### config.mk
export PLATFORM = sky130hd
export DESIGN_NAME = cabinet_header_scanner
export DESIGN_NICKNAME = d
export VERILOG_FILES = /design/src/hdl/chs_pkg.sv /design/src/hdl/cabinet_header_scanner.sv
export SDC_FILE = /design/constraint.sdc
export NUM_CORES = 1
export LEC_CHECK = 0
export BUFFER_PORTS_ARGS = -buffer_cell sky130_fd_sc_hd__buf_2
export CORE_MARGIN = 2
export CORE_UTILIZATION = 51
export CTS_CLUSTER_SIZE = 16
export DETAILED_ROUTE_END_ITERATION = 8
export PLACE_DENSITY = 0.78
export SLEW_MARGIN = 25
export SYNTH_ARGS = -nofsm -noshare
export SYNTH_HDL_FRONTEND = slang
export SYNTH_SLANG_ARGS = --single-unit
### constraint.sdc
create_clock -name clk -period 10.4 [get_ports clk]
set_input_delay 2.08 -clock clk [delete_from_list [all_inputs] [get_ports clk]]
set_output_delay 2.08 -clock clk [all_outputs]
set_load 0.02 [all_outputs]
### src/hdl/chs_pkg.sv
// Constants shared by the cabinet header scanner.
package chs_pkg;

    // Width of the running stream byte position (16 to 64).
    localparam int POSITION_WIDTH = 32;

    localparam int BYTE_W   = 8;
    localparam int FIELD_W  = 32;
    localparam int PHASE_W  = 5;
    localparam int OUT_W    = 3 * FIELD_W;

    // Signature bytes "MSCF".
    localparam logic [BYTE_W-1:0] SIG_M = 8'h4D;
    localparam logic [BYTE_W-1:0] SIG_S = 8'h53;
    localparam logic [BYTE_W-1:0] SIG_C = 8'h43;
    localparam logic [BYTE_W-1:0] SIG_F = 8'h46;

    localparam logic [FIELD_W-1:0] HEADER_BYTES = 32'd20;

    // Scan phase codes: the index of the next header byte.
    localparam logic [PHASE_W-1:0] PH_IDLE  = 5'd0;
    localparam logic [PHASE_W-1:0] PH_SIG_S = 5'd1;
    localparam logic [PHASE_W-1:0] PH_SIG_C = 5'd2;
    localparam logic [PHASE_W-1:0] PH_SIG_F = 5'd3;
    localparam logic [PHASE_W-1:0] PH_LEN0  = 5'd8;
    localparam logic [PHASE_W-1:0] PH_LEN3  = 5'd11;
    localparam logic [PHASE_W-1:0] PH_OFS0  = 5'd16;
    localparam logic [PHASE_W-1:0] PH_LAST  = 5'd19;

endpackage

### src/hdl/cabinet_header_scanner.sv
// Cabinet header scanner: finds "MSCF" headers in a byte stream.
//
// One byte enters per transaction on the s_ side and the block takes a byte in
// every cycle while s_tready is high, with the whole per-byte update (phase
// step, field capture, the 32-bit compares and subtract) done in a single pass
// into the state and result registers. A result waits in the m_ output register;
// s_tready is high while that register is empty or being taken, so the stream
// stalls only when a result is held off by m_tready. After the signature, header
// bytes 4-7 and 12-15 are ignored, bytes 8-11 give the little-endian cabinet
// length and bytes 16-19 the files offset. On the 20th byte, if the files offset
// is below the length, one result goes out with the position of the 'M' (low 32
// bits), the length and the offset, and the remaining length minus 20 bytes of
// that cabinet are then passed over without scanning. A wrong signature byte
// returns to searching without rechecking that byte as an 'M'. The byte position
// counter saturates at its maximum.
module cabinet_header_scanner
(
    input  logic                          clk,
    input  logic                          rst_n,
    input  logic                          s_tvalid,
    output logic                          s_tready,
    input  logic [chs_pkg::BYTE_W-1:0]    s_tdata,   // [7:0] data_byte
    output logic                          m_tvalid,
    input  logic                          m_tready,
    output logic [chs_pkg::OUT_W-1:0]     m_tdata    // [31:0] header_position,
                                                     // [63:32] cabinet_length,
                                                     // [95:64] file_table_offset
);

    localparam logic [chs_pkg::POSITION_WIDTH-1:0] POS_MAX  = '1;
    localparam logic [chs_pkg::POSITION_WIDTH-1:0] POS_BACK =
        chs_pkg::POSITION_WIDTH'(chs_pkg::HEADER_BYTES - 32'd1);

    logic [chs_pkg::PHASE_W-1:0]        phase_reg, phase_next;
    logic [chs_pkg::FIELD_W-1:0]        length_reg, length_next;
    logic [chs_pkg::FIELD_W-1:0]        offset_reg, offset_next;
    logic [chs_pkg::POSITION_WIDTH-1:0] position_reg, position_next;
    logic [chs_pkg::FIELD_W-1:0]        skip_reg, skip_next;
    logic                               m_valid_reg, m_valid_next;
    logic [chs_pkg::OUT_W-1:0]          m_data_reg, m_data_next;

    logic                               accept;
    logic                               emit;
    logic [chs_pkg::FIELD_W-1:0]        offset_full;
    logic [chs_pkg::POSITION_WIDTH-1:0] start_pos;
    logic [63:0]                        start_wide;
    logic [1:0]                         lane;

    assign s_tready = !m_valid_reg || m_tready;
    assign accept   = s_tvalid && s_tready;
    assign m_tvalid = m_valid_reg;
    assign m_tdata  = m_data_reg;

    // Final offset as it stands once the last header byte is in.
    assign offset_full = {s_tdata, offset_reg[23:0]};
    assign start_pos   = (position_reg >= POS_BACK) ? position_reg - POS_BACK : '0;
    assign start_wide  = 64'(start_pos);
    assign lane        = phase_reg[1:0];

    always_comb
    begin
        phase_next    = phase_reg;
        length_next   = length_reg;
        offset_next   = offset_reg;
        skip_next     = skip_reg;
        position_next = position_reg;
        emit          = 1'b0;

        if (accept)
        begin
            if (position_reg != POS_MAX)
            begin
                position_next = position_reg + 1'b1;
            end

            if (skip_reg != '0)
            begin
                // passing over the body of an accepted cabinet
                skip_next = skip_reg - 1'b1;
            end
            else
            begin
                priority if (phase_reg == chs_pkg::PH_IDLE)
                begin
                    if (s_tdata == chs_pkg::SIG_M)
                    begin
                        phase_next = chs_pkg::PH_SIG_S;
                    end
                end
                else if (phase_reg == chs_pkg::PH_SIG_S)
                begin
                    phase_next = (s_tdata == chs_pkg::SIG_S) ? chs_pkg::PH_SIG_C
                                                             : chs_pkg::PH_IDLE;
                end
                else if (phase_reg == chs_pkg::PH_SIG_C)
                begin
                    phase_next = (s_tdata == chs_pkg::SIG_C) ? chs_pkg::PH_SIG_F
                                                             : chs_pkg::PH_IDLE;
                end
                else if (phase_reg == chs_pkg::PH_SIG_F)
                begin
                    phase_next = (s_tdata == chs_pkg::SIG_F) ? phase_reg + 1'b1
                                                             : chs_pkg::PH_IDLE;
                end
                else if (phase_reg == chs_pkg::PH_LAST)
                begin
                    offset_next = offset_full;
                    if (offset_full < length_reg)
                    begin
                        emit      = 1'b1;
                        skip_next = (length_reg > chs_pkg::HEADER_BYTES)
                                  ? length_reg - chs_pkg::HEADER_BYTES : '0;
                    end
                    phase_next = chs_pkg::PH_IDLE;
                end
                else if (phase_reg > chs_pkg::PH_LAST)
                begin
                    // unreachable codes fall back to searching
                    phase_next = chs_pkg::PH_IDLE;
                end
                else
                begin
                    // header bytes 4..18; every lane is rewritten before use
                    if (phase_reg >= chs_pkg::PH_LEN0 && phase_reg <= chs_pkg::PH_LEN3)
                    begin
                        length_next[lane*8 +: 8] = s_tdata;
                    end
                    else if (phase_reg >= chs_pkg::PH_OFS0)
                    begin
                        offset_next[lane*8 +: 8] = s_tdata;
                    end
                    phase_next = phase_reg + 1'b1;
                end
            end
        end
    end

    always_comb
    begin
        m_valid_next = m_valid_reg;
        m_data_next  = m_data_reg;
        if (m_valid_reg && m_tready)
        begin
            m_valid_next = 1'b0;
        end
        if (accept)
        begin
            m_valid_next = emit;
            if (emit)
            begin
                m_data_next = {offset_full, length_reg, start_wide[31:0]};
            end
        end
    end

    always_ff @(posedge clk or negedge rst_n)
    begin
        if (!rst_n)
        begin
            phase_reg    <= chs_pkg::PH_IDLE;
            position_reg <= '0;
            skip_reg     <= '0;
            m_valid_reg  <= 1'b0;
        end
        else
        begin
            phase_reg    <= phase_next;
            position_reg <= position_next;
            skip_reg     <= skip_next;
            m_valid_reg  <= m_valid_next;
        end
    end

    always_ff @(posedge clk)
    begin
        length_reg <= length_next;
        offset_reg <= offset_next;
        m_data_reg <= m_data_next;
    end

endmodule
==> Implementation_results.wiki <==
{| class="wikitable"
! Metric !! Value
|-
| Count of final hold-check violations || 0
|-
| Via count of the first global-routing pass || 7605
|-
| Max FFs per register || 96
|-
| CTS Buf Count || 23
|-
| Nets@finish || 1134
|-
| Max capacitance violation total || 0
|-
| Util after Layout || 0.595
|-
| Total of flip-flops plus latches after synthesis || 222
|-
| Minimum period implied by the final worst setup slack || 4.56 ns
|-
| Synthesized Nets || 1030
|-
| Met2 Use GR || 0.378
|-
| Arrival @ worst endpoint || 2.48 ns
|-
| Placeable core region || 21000 um^2
|-
| Cells traversed along the worst timing path || buf_2, inv_1, nand2_1, buf_2
|-
| Worst supply voltage drop on vdd || 0.176 mV
|-
| Synth area leaders || edfxtp_1 (42%), dfrtp_1 (16%), xnor2_1 (4.9%), ha_1 (4.8%), o21ai_0 (3.2%)
|-
| Multiplexer share of the synthesized area || 0.00378
|-
| CTS tree || done
|-
| Buffers on Ports || 109
|-
| Count of unique library cells instantiated by Yosys || 59
|-
| Endpoint class of the critical path || primary output
|-
| Final Setup Violations || 0
|-
| Met3 layer usage reported by global route || 0.0297
|-
| Most congested layer reported by global routing || met2
|-
| Number of buffers inserted by hold repair at cts || 0
|-
| Number of vias per cell || 5.81
|-
| Number of antenna violations at the first check in global routing || 0
|-
| Commonest register cell after synthesis || edfxtp_1
|-
| Number of iterations in the first detailed-routing pass || 6
|-
| Cell area after synthesis || 10900 um^2
|-
| Critical path launch point type || input pin
|-
| Combinational family with the most area after synthesis || simple AND/OR/NAND/NOR gates
|-
| Worst slew margin relative to its limit || 0.290
|-
| Cell Int Power || 1.59 mW
|-
| Reported net switching power || 530 uW
|-
| Area share of fa/ha/maj cells after synthesis || 0.0482
|-
| GPL Wtd Cong || 0.943
|-
| Required time at the worst-slack endpoint || 8.32 ns
|-
| Die ar. || 22600 um^2
|-
| Share of synthesized cell area in and, or, nand and nor gates || 0.181
|-
| Setup TNS Final || 0 ns
|-
| Total I/O pin count || 110
|-
| Clock root buffer || clkbuf_16
|-
| Leakage power total || 4.60 nW
|-
| Final global-route overflow total || 0
|-
| Worst-skew pair later-pin latency || 0.52 ns
|-
| Global-route wire length before repair || 40.1 mm
|-
| Dominant cell type by count on the critical path || buf_2
|-
| Setup repair after global routing missed its margin || no
|-
| Chip width || 150 um
|-
| Portion of synthesized cell area occupied by the leading cell type || 0.418
|-
| Final clock period utilization by the worst path || 0.438
|-
| Slowest stage delay, CP || 0.17 ns
|-
| Total power || 2.12 mW
|-
| Mean instance size in the synthesized netlist || 11.2 um^2
|-
| Fraction of synthesis flops using an asynchronous set or reset pin || 0.315
|-
| Synth warn || 0
|-
| Xor/xnor cell area share of the yosys netlist || 0.0618
|-
| Biggest area consumer among synthesized cells || edfxtp_1
|-
| Post-cts gate resize count || 0
|-
| Maximum number of buffers from clock root to sink || 3
|-
| Total global-route track usage || 0.225
|-
| Clock-pin slew on the worst setup and hold paths || 0.06 ns
|-
| Number of enable-type register cells in the synthesized netlist || 152
|-
| Violation count after the first detailed-routing iteration || 566
|-
| Power share of the combinational group || 0.111
|-
| Worst-path fanout max || 3
|-
| Final worst clock skew || 0.0231 ns
|-
| Worst Path Class, Setup || input pin to primary output
|-
| Sequential share of power || 0.497
|-
| Delay-heaviest family, CP || buffers and inverters
|-
| Sum of net half-perimeters after detailed placement || 17.6 mm
|-
| Fraction of final layout cells sized beyond drive strength 1 || 0.153
|-
| Maximum frequency from static timing analysis || 0.219 GHz
|-
| Worst-path cell with the longest stage delay || buf_2
|-
| Residual DRC || 0
|-
| Switching share of power || 0.250
|-
| Die height || 150 um
|-
| Class of the worst hold path || register to register
|-
| Number of core rows || 53
|-
| Vias after detailed routing || 7972
|-
| Number of sinks driven by the clock tree || 222
|-
| Compound-gate portion of the synthesized area || 0.0963
|-
| Buffer and inverter count on the worst path || 3
|-
| GR Util met1 || 0.291
|-
| Sequential area share after synthesis || 0.579
|-
| H-tree depth || 1
|-
| Layout overhead on the synthesized area || 14.6%
|-
| Max-slew violation total from the final report || 0
|-
| Worst Tran Pin Value || 1.06 ns
|-
| Number of antenna repair diodes || 0
|-
| Status || complete, no violations
|-
| Number of nets with antenna violations after detailed routing || 0
|-
| Final routed wirelength across all metal layers || 25.2 mm
|-
| Post-Synthesis Cells || 976
|-
| DR WL/cell || 18.4 um
|-
| Starting Density || 0.519
|-
| Largest net degree at the start of global routing || 71
|-
| Share of total power in the clock network || 0.392
|-
| Number of post-CTS setup repair buffers || 0
|-
| PD cells || 169 nW/um^2
|}
[per-stage QoR]
stage	cell area [um^2]	std cells	hold WS [ns]	worst slack [ns]
2_1_floorplan	10900	976	0.417	2.19
3_3_place_gp	11700	1330	0.448	5.72
3_5_place_dp	11700	1330	0.432	5.59
4_1_cts	12500	1372	0.461	5.85
5_1_grt	12500	1372	0.463	5.79
6_report	12500	1372	0.461	5.84
[path summary, 6_finish.rpt]
path | start | endpoint | slack, ns | cells after the start
setup / recovery | m_tready | s_tready | 5.84 | 4
hold / removal | offset_reg[0] | m_tdata[64] | 0.46 | 0
setup reg to reg | skip_reg[8] | offset_reg[3] | 6.65 | 6
hold reg to reg | offset_reg[0] | m_tdata[64] | 0.46 | 0
max in group asynchronous | rst_n | phase_reg[3] | 8.23 | 2
min in group asynchronous | rst_n | position_reg[9] | 1.67 | 2
[cells in the mapped netlist (3+ instances only)]
master and count:
edfxtp_1 152, mux2i_1 3, or4_1 10, nor2b_1 8
and4_1 4, and3_1 9, a21o_1 6, o31ai_1 13
xnor2_1 61, a31oi_1 3, or3_1 18, nor4_1 21
nor3_1 38, o21ai_0 70, nand3_1 25, clkbuf_1 36
ha_1 42, nor3b_1 9, a211o_1 3, and2_1 46
a21oi_1 41, nor2_1 83, a22oi_1 6, nand2_1 58
nand2b_1 8, or2_2 6, a221oi_1 3, nand4_1 21
o41ai_1 5, dfrtp_1 70, inv_1 45, xor2_1 16
[logic make-up (layout without fill, tap and decap cells)]
logic type | Yosys count | in the layout
and+or+nand+nor | 374 | 374
DFF | 222 | 222
AOI/OAI and AO/OA | 173 | 173
buffers and inverters | 84 | 205
xor gates and xnor gates | 77 | 77
adders and majority gates | 42 | 42
muxes | 4 | 4
[power by group through the flow]
stage | Sequential (mW) | Combinational (mW) | Clock, mW
finish | 1.05 | 0.235 | 0.830
global route | 1.06 | 0.269 | 0.881
CTS | 1.05 | 0.236 | 0.849
detailed placement | 1.07 | 0.233 | 0
global placement | 1.07 | 0.227 | 0
floorplan | 1.04 | 0.205 | 0
[cell usage in the layout, fill, tap and decap left out, types with 41 or more instances in the layout]
cell type / n
nor2_1: 83
and2_1: 46
dfrtp_1: 70
a21oi_1: 41
o21ai_0: 69
ha_1: 42
nand2_1: 58
xnor2_1: 61
inv_1: 45
buf_2: 109
edfxtp_1: 152
[worst register-to-register path: stages (launching register included)]
cell	delay, ns
dfrtp_1	0.45
nor4_1	0.73
nand3_1	0.35
nor4_2	0.40
nand2_1	0.23
nor4b_1	0.76
and2_1	0.49
[cell type report]
class | count | area, um^2
fillers | 1662 | 8520
flip-flops and latches | 222 | 6320
multi-input cells | 670 | 4290
clock buffers | 32 | 659
repair buffers | 118 | 617
well taps | 275 | 344
inverters | 45 | 169
clock inverters | 10 | 111
[per-layer routing]
metal | up-vias | share of wire
met3 | 72 | 0.057
met1 | 3812 | 0.41
li1 | 3781 | -
met4 | 0 | 0.048
met5 | - | 0
met2 | 307 | 0.49
(Power assumes the default switching activity.)
